[config.mk]
export PLATFORM = sky130hd
export DESIGN_NAME = ktz_ram
export DESIGN_NICKNAME = d
export VERILOG_FILES = /design/src/hw/rtl/knn_tilt_zone_classifier_core_defines.svh /design/src/hw/rtl/ktz_ram.sv
export SDC_FILE = /design/constraint.sdc
export NUM_CORES = 1
export LEC_CHECK = 0
export BUFFER_PORTS_ARGS = -buffer_cell sky130_fd_sc_hd__clkbuf_2
export CAP_MARGIN = 30
export CORE_MARGIN = 2
export CORE_UTILIZATION = 30
export CTS_CLUSTER_SIZE = 28
export DETAILED_ROUTE_END_ITERATION = 6
export GPL_TIMING_DRIVEN = 0
export PLACE_DENSITY = 0.49
export SLEW_MARGIN = 0
export SYNTH_ARGS = -nofsm -noshare
export SYNTH_HDL_FRONTEND = slang
export SYNTH_SLANG_ARGS = --single-unit
[constraint.sdc]
create_clock -name clk -period 4.75 [get_ports clk]
set_input_delay 0.2375 -clock clk [delete_from_list [all_inputs] [get_ports clk]]
set_output_delay 0.2375 -clock clk [all_outputs]
set_load 0.005 [all_outputs]
[src/hw/rtl/knn_tilt_zone_classifier_core_defines.svh]
// assertion macros for the tilt classifier
`ifndef KNN_TILT_ZONE_CLASSIFIER_CORE_DEFINES_SVH
`define KNN_TILT_ZONE_CLASSIFIER_CORE_DEFINES_SVH
`ifndef ASSERT_OFF
`define KTZ_ASSERT(label, prop) \
  label: assert property (@(posedge clk) disable iff (!rst_n) prop) else $error("assertion failed");
`define KTZ_ASSERT_RST(label, prop) \
  label: assert property (@(posedge clk) prop) else $error("assertion failed");
`else
`define KTZ_ASSERT(label, prop)
`define KTZ_ASSERT_RST(label, prop)
`endif
`endif

[src/hw/rtl/ktz_ram.sv]
module ktz_ram #(
  parameter int WIDTH = 8,
  parameter int DEPTH = 16
) (
  input  logic                     clk,
  input  logic                     we,
  input  logic [$clog2(DEPTH)-1:0] waddr,
  input  logic [WIDTH-1:0]         wdata,
  input  logic [$clog2(DEPTH)-1:0] raddr,
  output logic [WIDTH-1:0]         rdata
);
  logic [WIDTH-1:0] mem [DEPTH];

  always_ff @(posedge clk) begin
    if (we) mem[waddr] <= wdata;
    rdata <= mem[raddr];
  end
endmodule

; Word level (Yosys, flattened, before mapping)
; Memories as Yosys holds them, arrays and structs flattened. A register that Yosys moved wholly into a read port is not among the register bits.
; Index checks and enable logic that the tools add are counted.
[totals]
regBits = 0
ramBits = 128
output_inout_bits = 8
word_cells = 3
n_memories = 1
[classes]
n_mux = 2
[memory_table]
columns = name, words, width, read_ports, rd_clocked_by_memory_dff, wr, line_no
row1 = mem, 16, 8, 1, 1, 1, ktz_ram.sv:12  ; logic [WIDTH-1:0] mem [DEPTH];
[ops]
columns = operator, count
row1 = $mux W1, 2

; Longest topological paths before layout
[logic_depth]
ltp_word = 2
mapped_depth = 5
depth_no_buf = 3

; Worst setup path before layout
; Ideal clock, no wire load.
[synth_path]
path_type = input to register
startpoint = input port waddr[2]
endpoint = memory mem[0][0] (enable)
setup_time_ns = 0.383
t_arrival_ns = 1.347
required_ns = 4.367
slack_ns = 3.020
cell_stages = 2
path_buffers = 0
cell_sequence = or3b_2 > nor3_1
[synth_lines]
columns = element, line_no
row1 = start: declaration, ktz_ram.sv:7  ; input logic [$clog2(DEPTH)-1:0] waddr,
row2 = end: declaration, ktz_ram.sv:12
; Straight into the memory's write port.

; Worst setup path in the final report
[layout_path]
startpoint = input port waddr[2]
endpoint = memory mem[3][1] (enable)
; Straight into the memory's write port.

==> results.md <==
* Share of cells above drive strength 1 at 0.266
* Post-synth cell types at 19
* Top Family by Delay on Critical Path: simple AND/OR/NAND/NOR gates
* First-pass GRT wire length at ~16000 um
* Slowest-stage cell, CP: nor2_1
* CTS Sinks at ~140
* F_max at approximately 0.67 GHz
* Setup TNS at 0 ns
* Total power at about 2.6 mW
* PwrDens at between 400 and 500 nW/um2
* HPWL after DPL at roughly 7000 um
* Final min period at about 1.5 ns
* Setup bufs post-CTS at 0
* Routability congestion estimate at about 0.7
* Register bit total from synthesis at 136
* Site row count at 47
* Worst Path Buf+Inv at 1
* WHS at 0.282 ns
* Final Worst Setup Slack at ~3.3 ns
* Final Util at 0.363
* Grt total ovfl at 0
* H-tree depth at 4
* Vias in the first global route at roughly 2500
* DRT Wirelength at between 10000 and 15000 um
* NumNets Final at 294
* Max FO, Critical Path at 8
* Fillers at ~1600
* Largest net degree at the start of global routing at 17
* Clock root cell: clkbuf_16
* Clk buf depth at 2
* Pins over their slew limit at 0
* DRC violations left at 0
* IO Port Bufs at 24
* Ys async rst share at 0
* Sequential area share after synthesis at 0.778
* Wire per inst at 20.9 um
* Worst-margin pin slew at between 0.8 and 0.9 ns
* Antenna diode count at 0
* Post-Synthesis Cell Area at about 5000 um2
* Starting Density at 0.308
* TritonCTS clock tree: built
* IO Pins at 26
* Post-route insts no fill at between 500 and 600
* Dominant synthesized flop cell: edfxtp_1
* Fin. Hold Viols at 0
* CTS clk-pin slew, worst paths at 0.05 ns
* Max incr delay on CP at about 0.64 ns
* Die Height at around 130 um
* Count of max-cap constraint violations at 0
* Mapped Nets at 247
* Synth Area per Inst at between 20 and 25 um2
* 1st-iter DRT viols at 190
* Chip width at ~130 um
* CP Class: in2reg
* 1st-pass router iterations at 4
* Slew headroom at 0.460
* Worst setup EP type: flip-flop
* Hold buffers post-CTS at 0
* Core area at 16700 um2
* Pre-CTS WS at roughly 2.8 ns
* Placed inst area at 5570 um2
* Number of buffers created by CTS at 17
* Via density at between 4 and 5
* Post-cts resize count at 0
* Area grow syn2layout at 17.9%
* Final setup vio count at 0
* GRT Overall Usage at 0.127
* WP data required at about 4.8 ns
* Via Count at roughly 2300
* Worst path cell trace: clkbuf_2 > or3b_2 > nor2_1
* Clk_skew at 0.00551 ns
* EDFF count, synth at around 130
* Antenna violations before repair at 0
* Finished Cell Area at 6070 um2
* Antenna-violating nets left at 0
* Status: complete, no violations
* Static Leak at 2.01 nW
* Hold Path Class: in2reg
* Peak VDD IR at approximately 0.27 mV
* Placed cells at roughly 480
* RSZ-0062 raised after global routing: no
* DIE AREA at ~18000 um2
* Startpoint Class: input pin
* Worst-Skew Late Latency at 0.41 ns
* WP data arrival at 1.53 ns
* Yosys warns at 0
* Crit share post-route at 0.314
* Syn Inst Count at roughly 230
layout by cell type, fill, tap and decap left out:
cell type and n:
a22oi_1 16, and2_1 1, and2b_1 1, buf_2 4, buf_4 4, buf_6 3, bufinv_16 1, clkbuf_1 3
clkbuf_16 17, clkbuf_2 24, clkdlybuf4s25_2 3, clkinv_1 7, clkinv_2 1, dfxtp_1 8, edfxtp_1 128, mux4_1 14
mux4_2 18, nand2_1 9, nand2b_1 2, nand3_1 1, nand3b_1 2, nor2_1 13, nor2b_1 1, nor3_1 4
or3b_2 1
path summary, 6_finish.rpt:
path | from | end | slack (ns) | cells past startpoint
worst min-delay path | wdata[6] | mem[7][6] | 0.28 | 1
worst min register to register | mem[9][2] | rdata[2] | 0.69 | 3
worst max register to register | mem[12][0] | rdata[0] | 3.35 | 3
worst max-delay path | waddr[2] | mem[3][1] | 3.26 | 3
power breakdown:
part           leakage, nW  internal (mW)  switching, mW  total [mW]
Clock                0.242          0.694          0.434        1.13
Sequential            1.22           1.34        0.00575        1.35
Combinational        0.540         0.0536         0.0766       0.130
Total                 2.01           2.09          0.517        2.61
routing by layer:
metal / track usage / vias to the layer above / part of all wire / wire, um
met5: 0 / - / 0 / 0
met4: 0.0521 / 0 / 0.013 / 134
met3: 0.0349 / 14 / 0.045 / 480
met2: 0.182 / 56 / 0.44 / 4690
met1: 0.184 / 1186 / 0.50 / 5270
li1: - / 1068 / - / -
flip-flops by register name, indices dropped and copies added, names as in the netlist:
signal and cells:
mem 128, rdata 8
Yosys cell counts (2+ instances only):
master | count | share of area
edfxtp_1 | 128 | 0.75
mux4_2 | 18 | 0.079
a22oi_1 | 16 | 0.023
mux4_1 | 14 | 0.071
nor2_1 | 13 | 0.0095
nand2_1 | 9 | 0.0066
dfxtp_1 | 8 | 0.031
nor3_1 | 4 | 0.0039
buf_2 | 3 | 0.0029
buf_6 | 3 | 0.0066
clkdlybuf4s25_2 | 3 | 0.0058
nand2b_1 | 2 | 0.0024
nand3b_1 | 2 | 0.0029
layout make-up:
cell class	count	area, um2	share of cell area
multi-input combinational	83	1060	0.174
timing repair buffer	28	148	0.0243
clock inverter	9	61.3	0.0101
buffer	10	86.3	0.0142
clock buffer	20	437	0.0720
sequential	136	4000	0.660
tap	220	275	0.0454
cells by family (layout without fill, tap and decap cells):
kind of cell	Yosys count	in the layout	share of synthesized area
buffers and inverters	10	67	0.0168
muxes	32	32	0.150
and+or+nand+nor	35	35	0.0318
AOI/OAI and AO/OA	16	16	0.0233
DFF	136	136	0.778
(Power assumes the default switching activity.)
