==> config.mk <==
export PLATFORM = sky130hd
export DESIGN_NAME = ktz_cordic
export DESIGN_NICKNAME = d
export VERILOG_FILES = /design/src/hw/rtl/ktz_pkg.sv /design/src/hw/rtl/ktz_cordic.sv
export VERILOG_INCLUDE_DIRS = /design/src /design/src/hw/rtl
export SDC_FILE = /design/constraint.sdc
export NUM_CORES = 1
export LEC_CHECK = 0
export BUFFER_PORTS_ARGS = -buffer_cell sky130_fd_sc_hd__buf_4
export CAP_MARGIN = 20
export CORE_MARGIN = 2
export CORE_UTILIZATION = 65
export CTS_CLUSTER_DIAMETER = 120
export CTS_CLUSTER_SIZE = 10
export DETAILED_ROUTE_END_ITERATION = 16
export PLACE_DENSITY = 0.84
export SLEW_MARGIN = 20
export SYNTH_ARGS = -nofsm -noshare
export SYNTH_HDL_FRONTEND = slang
export SYNTH_SLANG_ARGS = --single-unit
==> constraint.sdc <==
create_clock -name clk -period 8.3 [get_ports clk]
set_clock_uncertainty 0.2 [all_clocks]
set_input_delay 1.66 -clock clk [delete_from_list [all_inputs] [get_ports clk]]
set_output_delay 1.66 -clock clk [all_outputs]
set_load 0.005 [all_outputs]
==> src/hw/rtl/knn_tilt_zone_classifier_core_defines.svh <==
// assertion macros for the tilt classifier
`ifndef KNN_TILT_ZONE_CLASSIFIER_CORE_DEFINES_SVH
`define KNN_TILT_ZONE_CLASSIFIER_CORE_DEFINES_SVH
`ifndef ASSERT_OFF
`define KTZ_ASSERT(label, prop) \
  label: assert property (@(posedge clk) disable iff (!rst_n) prop) else $error("assertion failed");
`define KTZ_ASSERT_RST(label, prop) \
  label: assert property (@(posedge clk) prop) else $error("assertion failed");
`else
`define KTZ_ASSERT(label, prop)
`define KTZ_ASSERT_RST(label, prop)
`endif
`endif

==> src/hw/rtl/ktz_pkg.sv <==
package ktz_pkg;
  localparam int SAMPLES_PER_ZONE_DEF = 64;
  localparam int MAX_K_DEF = 15;
  localparam int NUM_ZONES = 4;
  localparam int CORDIC_STEPS = 16;
  localparam logic signed [17:0] PI_Q13 = 18'sd25736;

  localparam logic [1:0] FUNC_TRAIN = 2'd0;
  localparam logic [1:0] FUNC_RAW = 2'd1;
  localparam logic [1:0] FUNC_ANGLE = 2'd2;

  localparam logic CFG_ALPHA = 1'b0;
  localparam logic CFG_K = 1'b1;

  function automatic logic signed [17:0] atan_q13(input logic [3:0] i);
    case (i)
      4'd0: atan_q13 = 18'sd6434;
      4'd1: atan_q13 = 18'sd3798;
      4'd2: atan_q13 = 18'sd2007;
      4'd3: atan_q13 = 18'sd1019;
      4'd4: atan_q13 = 18'sd511;
      4'd5: atan_q13 = 18'sd256;
      4'd6: atan_q13 = 18'sd128;
      4'd7: atan_q13 = 18'sd64;
      4'd8: atan_q13 = 18'sd32;
      4'd9: atan_q13 = 18'sd16;
      4'd10: atan_q13 = 18'sd8;
      4'd11: atan_q13 = 18'sd4;
      4'd12: atan_q13 = 18'sd2;
      4'd13: atan_q13 = 18'sd1;
      default: atan_q13 = 18'sd0;
    endcase
  endfunction
endpackage

==> src/hw/rtl/ktz_cordic.sv <==
// iterative vectoring atan2, one step per cycle
module ktz_cordic
  import ktz_pkg::*;
(
  input  logic               clk,
  input  logic               rst_n,
  input  logic               start,
  input  logic signed [15:0] a,
  input  logic signed [15:0] b,
  output logic               done,
  output logic signed [15:0] angle
);
  // 16-bit inputs grow by less than 2 bits over the steps
  logic signed [19:0] x_r, y_r;
  logic signed [17:0] z_r;
  logic [3:0] i_r;
  logic busy_r, done_r;
  logic signed [19:0] xs, ys;

  assign xs = x_r >>> i_r;
  assign ys = y_r >>> i_r;

  always_ff @(posedge clk) begin
    if (!rst_n) begin
      busy_r <= 1'b0;
      done_r <= 1'b0;
    end else begin
      done_r <= 1'b0;
      if (start) begin
        i_r <= '0;
        if (b < 0) begin
          x_r <= -20'(b);
          y_r <= -20'(a);
          z_r <= (a >= 0) ? PI_Q13 : -PI_Q13;
        end else begin
          x_r <= 20'(b);
          y_r <= 20'(a);
          z_r <= '0;
        end
        busy_r <= 1'b1;
      end else if (busy_r) begin
        if (y_r == 0) begin
          busy_r <= 1'b0;
          done_r <= 1'b1;
        end else begin
          if (y_r > 0) begin
            x_r <= x_r + ys;
            y_r <= y_r - xs;
            z_r <= z_r + atan_q13(i_r);
          end else begin
            x_r <= x_r - ys;
            y_r <= y_r + xs;
            z_r <= z_r - atan_q13(i_r);
          end
          i_r <= i_r + 4'd1;
          if (i_r == 4'(CORDIC_STEPS - 1)) begin
            busy_r <= 1'b0;
            done_r <= 1'b1;
          end
        end
      end
    end
  end

  assign done = done_r;
  always_comb begin
    if (z_r > PI_Q13) angle = 16'(PI_Q13);
    else if (z_r < -PI_Q13) angle = 16'(-PI_Q13);
    else angle = 16'(z_r);
  end

  `include "knn_tilt_zone_classifier_core_defines.svh"
  `KTZ_ASSERT(a_no_overlap, start |-> !busy_r)
  `KTZ_ASSERT(a_done_pulse, done |=> !done)
  `KTZ_ASSERT(a_done_after_busy, done |-> $past(busy_r))
endmodule

Word level (Yosys, flattened, before mapping)
Memories as Yosys holds them, arrays and structs flattened. A register that Yosys moved wholly into a read port is not among the register bits.
Index checks and enable logic that the tools add are counted.
{"block": "classes", "addsub": 9, "n_mul": 0, "div_mod_pow": 0, "magnitude_cmp": 5, "eq_ne": 2, "shifts": 2, "muxes": 40, "n_bitwise": 2, "n_reduce_logical": 4}
{"op": "18-bit two-way mux", "count": 16}
{"op": "20-bit two-way mux", "count": 10}
{"op": "20-bit adder", "count": 2}
{"op": "16-bit negation with 20-bit output", "count": 2}
{"op": "20-bit by 4-bit >>> shifter with 20-bit output", "count": 2}
{"op": "20-bit subtractor", "count": 2}
{"op": "32-bit zero test", "count": 1}
{"op": "16-bit two-way mux", "count": 2}
{"op": "4-bit two-way mux", "count": 6}
{"op": "20-bit by 1-bit > comparator with 1-bit output (second input constant)", "count": 1}
{"op": "18-bit adder", "count": 1}
{"op": "18-bit by 16-bit > comparator with 1-bit output (second input constant)", "count": 1}
{"op": "18-bit by 16-bit less-than comparator with 1-bit output (second input constant)", "count": 1}
{"op": "18-bit subtractor", "count": 1}
{"op": "16-bit by 1-bit >= comparator with 1-bit output (second input constant)", "count": 1}
{"op": "16-bit by 1-bit less-than comparator with 1-bit output (second input constant)", "count": 1}
{"op": "1-bit two-way mux", "count": 6}
{"op": "4-bit by 1-bit adder with 4-bit output (second input constant)", "count": 1}
{"op": "4-bit == test (second input constant)", "count": 1}
{"op": "3-bit AND reduction", "count": 1}
{"op": "3-bit OR reduction", "count": 1}
{"op": "2-bit inequality test (second input constant)", "count": 1}
{"op": "1-bit inverter", "count": 2}
{"op": "2-bit nonzero test", "count": 1}
{"block": "totals", "ff_bits": 64, "latch_bits": 0, "mem_bits_rw": 0, "mem_bits_ro": 416, "in_bits": 35, "word_cells": 72, "mem_count": 2}
{"name": "(no name shown)", "depth": 16, "word_bits": 13, "read_ports": 1, "rd_clocked_by_memory_dff": 1, "wr": 0, "line_no": "ktz_pkg.sv:16", "text": "case (i)"}
{"name": "(no name shown)", "depth": 16, "word_bits": 13, "read_ports": 1, "rd_clocked_by_memory_dff": 1, "wr": 0, "line_no": "ktz_pkg.sv:16"}

Longest topological paths before layout
{"block": "depth", "ltp_word": 11, "ltp_mapped": 23, "depth_no_buf": 20}

Worst setup path after synthesis
OpenSTA, ideal clock, no wires.
{"block": "synth_timing", "path_kind": "input-to-reg", "start": "input start", "end": "register (tool-made name)", "setup_time_ns": 0.118, "t_arrival_ns": 5.011, "setup_slack_ns": 2.971, "stages": 7, "path_buffers": 1, "cell_sequence": "a21oi_1 > nor2b_1 > clkbuf_1 > o21ai_0 > ha_1 > o21ai_0 > a22o_1"}
{"item": "start: declaration", "line_no": "ktz_cordic.sv:7", "text": "input logic start,"}

Worst setup path in the final report
{"block": "layout_timing", "start": "register i_r[0]", "end": "register x_r[16], data pin"}
{"block": "layout_between", "elab_chain_len": 6}
{"item": "start: declaration", "line_no": "ktz_cordic.sv:16", "text": "logic [3:0] i_r;"}
{"item": "start signal: assignment", "line_no": "ktz_cordic.sv:55", "text": "i_r <= i_r + 4'd1;"}
{"item": "20-bit by 4-bit >>> shifter with 20-bit output (*)", "line_no": "ktz_cordic.sv:21", "text": "assign ys = y_r >>> i_r;"}
{"item": "20-bit subtractor / 20-bit adder (equally long branches)", "line_no": "ktz_cordic.sv:51, ktz_cordic.sv:47"}
{"item": "20-bit two-way mux (*)", "line_no": "ktz_cordic.sv:46", "text": "if (y_r > 0) begin"}
{"item": "20-bit two-way mux (*)", "line_no": "ktz_cordic.sv:42", "text": "if (y_r == 0) begin"}
{"item": "20-bit two-way mux (*)", "line_no": "ktz_cordic.sv:41", "text": "end else if (busy_r) begin"}
{"item": "20-bit two-way mux (*)", "line_no": "ktz_cordic.sv:29", "text": "if (start) begin"}
{"item": "end signal: assignment", "line_no": "ktz_cordic.sv:32", "text": "x_r <= -20'(b);"}
{"item": "end signal: assignment", "line_no": "ktz_cordic.sv:47", "text": "x_r <= x_r + ys;"}
{"item": "end signal: assignment", "line_no": "ktz_cordic.sv:51", "text": "x_r <= x_r - ys;"}
{"item": "end: declaration", "line_no": "ktz_cordic.sv:14", "text": "logic signed [19:0] x_r, y_r;"}
Every way passes the cells marked *; elsewhere a longest branch is shown, timed or not. The select of a mux whose other input is x is not followed.
A chain may end at the register's enable or synchronous reset.

==> key figures <==
Yosys
  – Syn_area_per_cell: 8.611 µm²
  – Yosys reg bits: 77
  – Post-synth EDFFs: 62
  – Register area share after synthesis: 21.63%
  – Ys async rst share: 0%
  – Ys flop type: edfxtp_1
  – Post-synthesis cell count: 1161
  – Syn. warnings: 0
  – Syn_nets: 1269
  – Post-synthesis cell area: 0.009997 mm²
  – Synth cell types: 89

STA
  – Worst Tran Pin Value: 0.9734 ns
  – Final worst-path cycle share: 70.64%
  – Slew headroom: 34.97%
  – Final setup viols: 0
  – Setup tns final: 0 ns
  – Fmax: 0.1706 GHz
  – Hold_ws: 0.2832 ns
  – RSZ-0062 raised after global routing: no
  – Final worst slack: 2.437 ns
  – Final Max Tran Viols: 0
  – Hold Fails Final Rpt: 0
  – Minimum clock period: 5.863 ns

Die
  – Core area: 0.01509 mm²
  – Die Area: 0.01639 mm²
  – Row count: 45
  – Die height: 128.0 µm
  – Die Wd: 128.0 µm
  – Initial core utilization: 66.25%
  – IO Pins: 52

Placed design
  – Pre-CTS WS: 2.370 ns
  – Gpl congestion: 1.018
  – I/O Buffers: 51
  – Post-DP HPWL: 19190 µm

Critical path
  – R2r startpoint: i_r[0]$_SDFFCE_PP0P_
  – CP Launch Point: i_r[0]$_SDFFCE_PP0P_
  – CP Data Required Time: 8.20 ns
  – CP startpoint kind: register
  – Crit Path Class: register to register
  – Critical-path maximum fanout: 29
  – Critical path arrival: 5.77 ns
  – Crit end category: register

Global route
  – First-pass GRT wire length: 42440 µm
  – Initial antenna violation count: 0
  – Vias in the first global route: 8657
  – Busiest grt layer: met2
  – GRT overflow: 0
  – Met1 Use GR: 42.30%
  – Global-route met2 utilization: 51.81%
  – Met3 usage: 7.095%
  – Total GRT Usage: 32.41%
  – Largest net degree at the start of global routing: 54

Detailed routing
  – DR pass1 iterations: 5
  – Vias: 9125
  – DRT iter0 DRCs: 762
  – Vias per std cell: 6.665
  – # DRC: 0
  – Routed Antenna Nets: 0
  – Post-Route WL: 26090 µm
  – WL/cell: 19.06 µm

Clock tree
  – Longest Clk Path Bufs: 2
  – CTS tree: built
  – CTS root buf: clkbuf_16
  – Worst-path clk slew: 0.07 ns
  – Post-CTS Setup Bufs: 0
  – Cts repair resizes: 0
  – H-tree levels: 3
  – Clock Latency Late Sink: 0.36 ns
  – CTS hold repair buffers: 0
  – Total CTS buffers: 9
  – CTS Sinks: 77

Finish
  – Layout cells sized above 1: 13.80%
  – Post-layout nets: 1284
  – Antenna Cells: 0
  – Layout area overhead: 5.857%
  – Most frequent cells in the layout: 130 x nand2_1, 101 x nor2_1, 97 x o21ai_0
  – Most common cell after layout, fill and taps aside: nand2_1

Power and ir drop
  – Pwr Density: 278.6 mW/mm²
  – Worst vdd ir: 0.0001618 V
  – Power Total: 0.002949 W
  – Total leakage power: 4.282 nW

Job
  – Number of max-cap violations: 0

Worst hold path
  – HP Class: register to register
  – Min-delay src: busy_r$_SDFF_PN0_

Run status
  – Status: completed
critical path, stage by stage, from the launching register on:
cell      delay (ns)
edfxtp_1        0.94
buf_4           0.51
mux4_2          0.61
mux2i_1         0.29
nand2_1         0.08
o21ai_0         0.15
ha_1            0.33
nor2_1          0.09
xnor2_1         0.15
ha_1            0.34
a21o_1          0.19
a21oi_1         0.31
o21ai_0         0.16
a21o_1          0.24
a41oi_1         0.33
a211oi_1        0.19
a211oi_1        0.28
xor2_1          0.17
nor2_1          0.05
Yosys cell counts, drive strengths merged (18+ instances only):
cell type  number  area share, %
mux2           18            2.1
a21oi          72            3.6
ha             70            8.8
nand2b         18            1.1
o21a           20            1.5
xnor2          69            6.0
mux4           36            8.3
buf            24            1.9
nand3          26            1.4
xor2           46            4.0
edfxtp         62             19
mux2i          40            4.1
inv            33            1.2
clkbuf         34            2.1
nor2          103            4.0
nand2         130            4.9
o21ai         103            5.2
nor3           34            1.8
cell families (layout without fill, tap and decap cells):
family / Yosys count / in the layout / share of synthesized area [%]
XOR/XNOR: 115 / 115 / 10.08
buffers and inverters: 92 / 112 / 5.307
AO/OA/AOI/OAI: 313 / 313 / 19.74
AND/OR/NAND/NOR: 397 / 397 / 19.36
multiplexers: 94 / 94 / 14.53
adder cells (fa/ha/maj): 73 / 73 / 9.362
flip-flops: 77 / 77 / 21.63
layer usage:
metal	routed length, µm	up-vias
li1	-	4333
met1	10760	4257
met2	11930	442
met3	2347	93
met4	1052	0
met5	0	-
cell type report:
class	instances	area, µm²
Multi-Input combinational cell	992	7313
Fill cell	1230	4507
Sequential cell	77	2162
Timing Repair Buffer	62	465.4
Tap cell	188	235.2
Clock buffer	9	225.2
Inverter	34	127.6
Clock inverter	7	53.80
worst paths after layout:
check	endpoint	slack, ns	depth (start not counted)
worst max-delay path	x_r[16]$_DFFE_PP_	2.44	18
worst min register to register	done$_SDFF_PP0_	0.28	2
worst max register to register	x_r[16]$_DFFE_PP_	2.44	18
worst min-delay path	done$_SDFF_PP0_	0.28	2
stage by stage:
| step | area (µm²) | instances | util (%) |
|---|---|---|---|
| floorplan | 9997 | 1161 | - |
| global placement | 10300 | 1353 | 68.28 |
| detailed placement | 10300 | 1353 | 68.28 |
| CTS | 10580 | 1369 | 70.12 |
| global route | 10580 | 1369 | 70.13 |
| finish | 10580 | 1369 | 70.13 |
where the power goes:
part / leakage [nW] / internal [W] / total, W / switching, W
clock network: 0.142 / 0.000207 / 0.000397 / 0.000190
registers: 0.722 / 0.000545 / 0.000706 / 0.000161
logic: 3.42 / 0.000844 / 0.00185 / 0.00100
total: 4.28 / 0.00160 / 0.00295 / 0.00135
No activity file was read; power rests on OpenSTA's default activity.
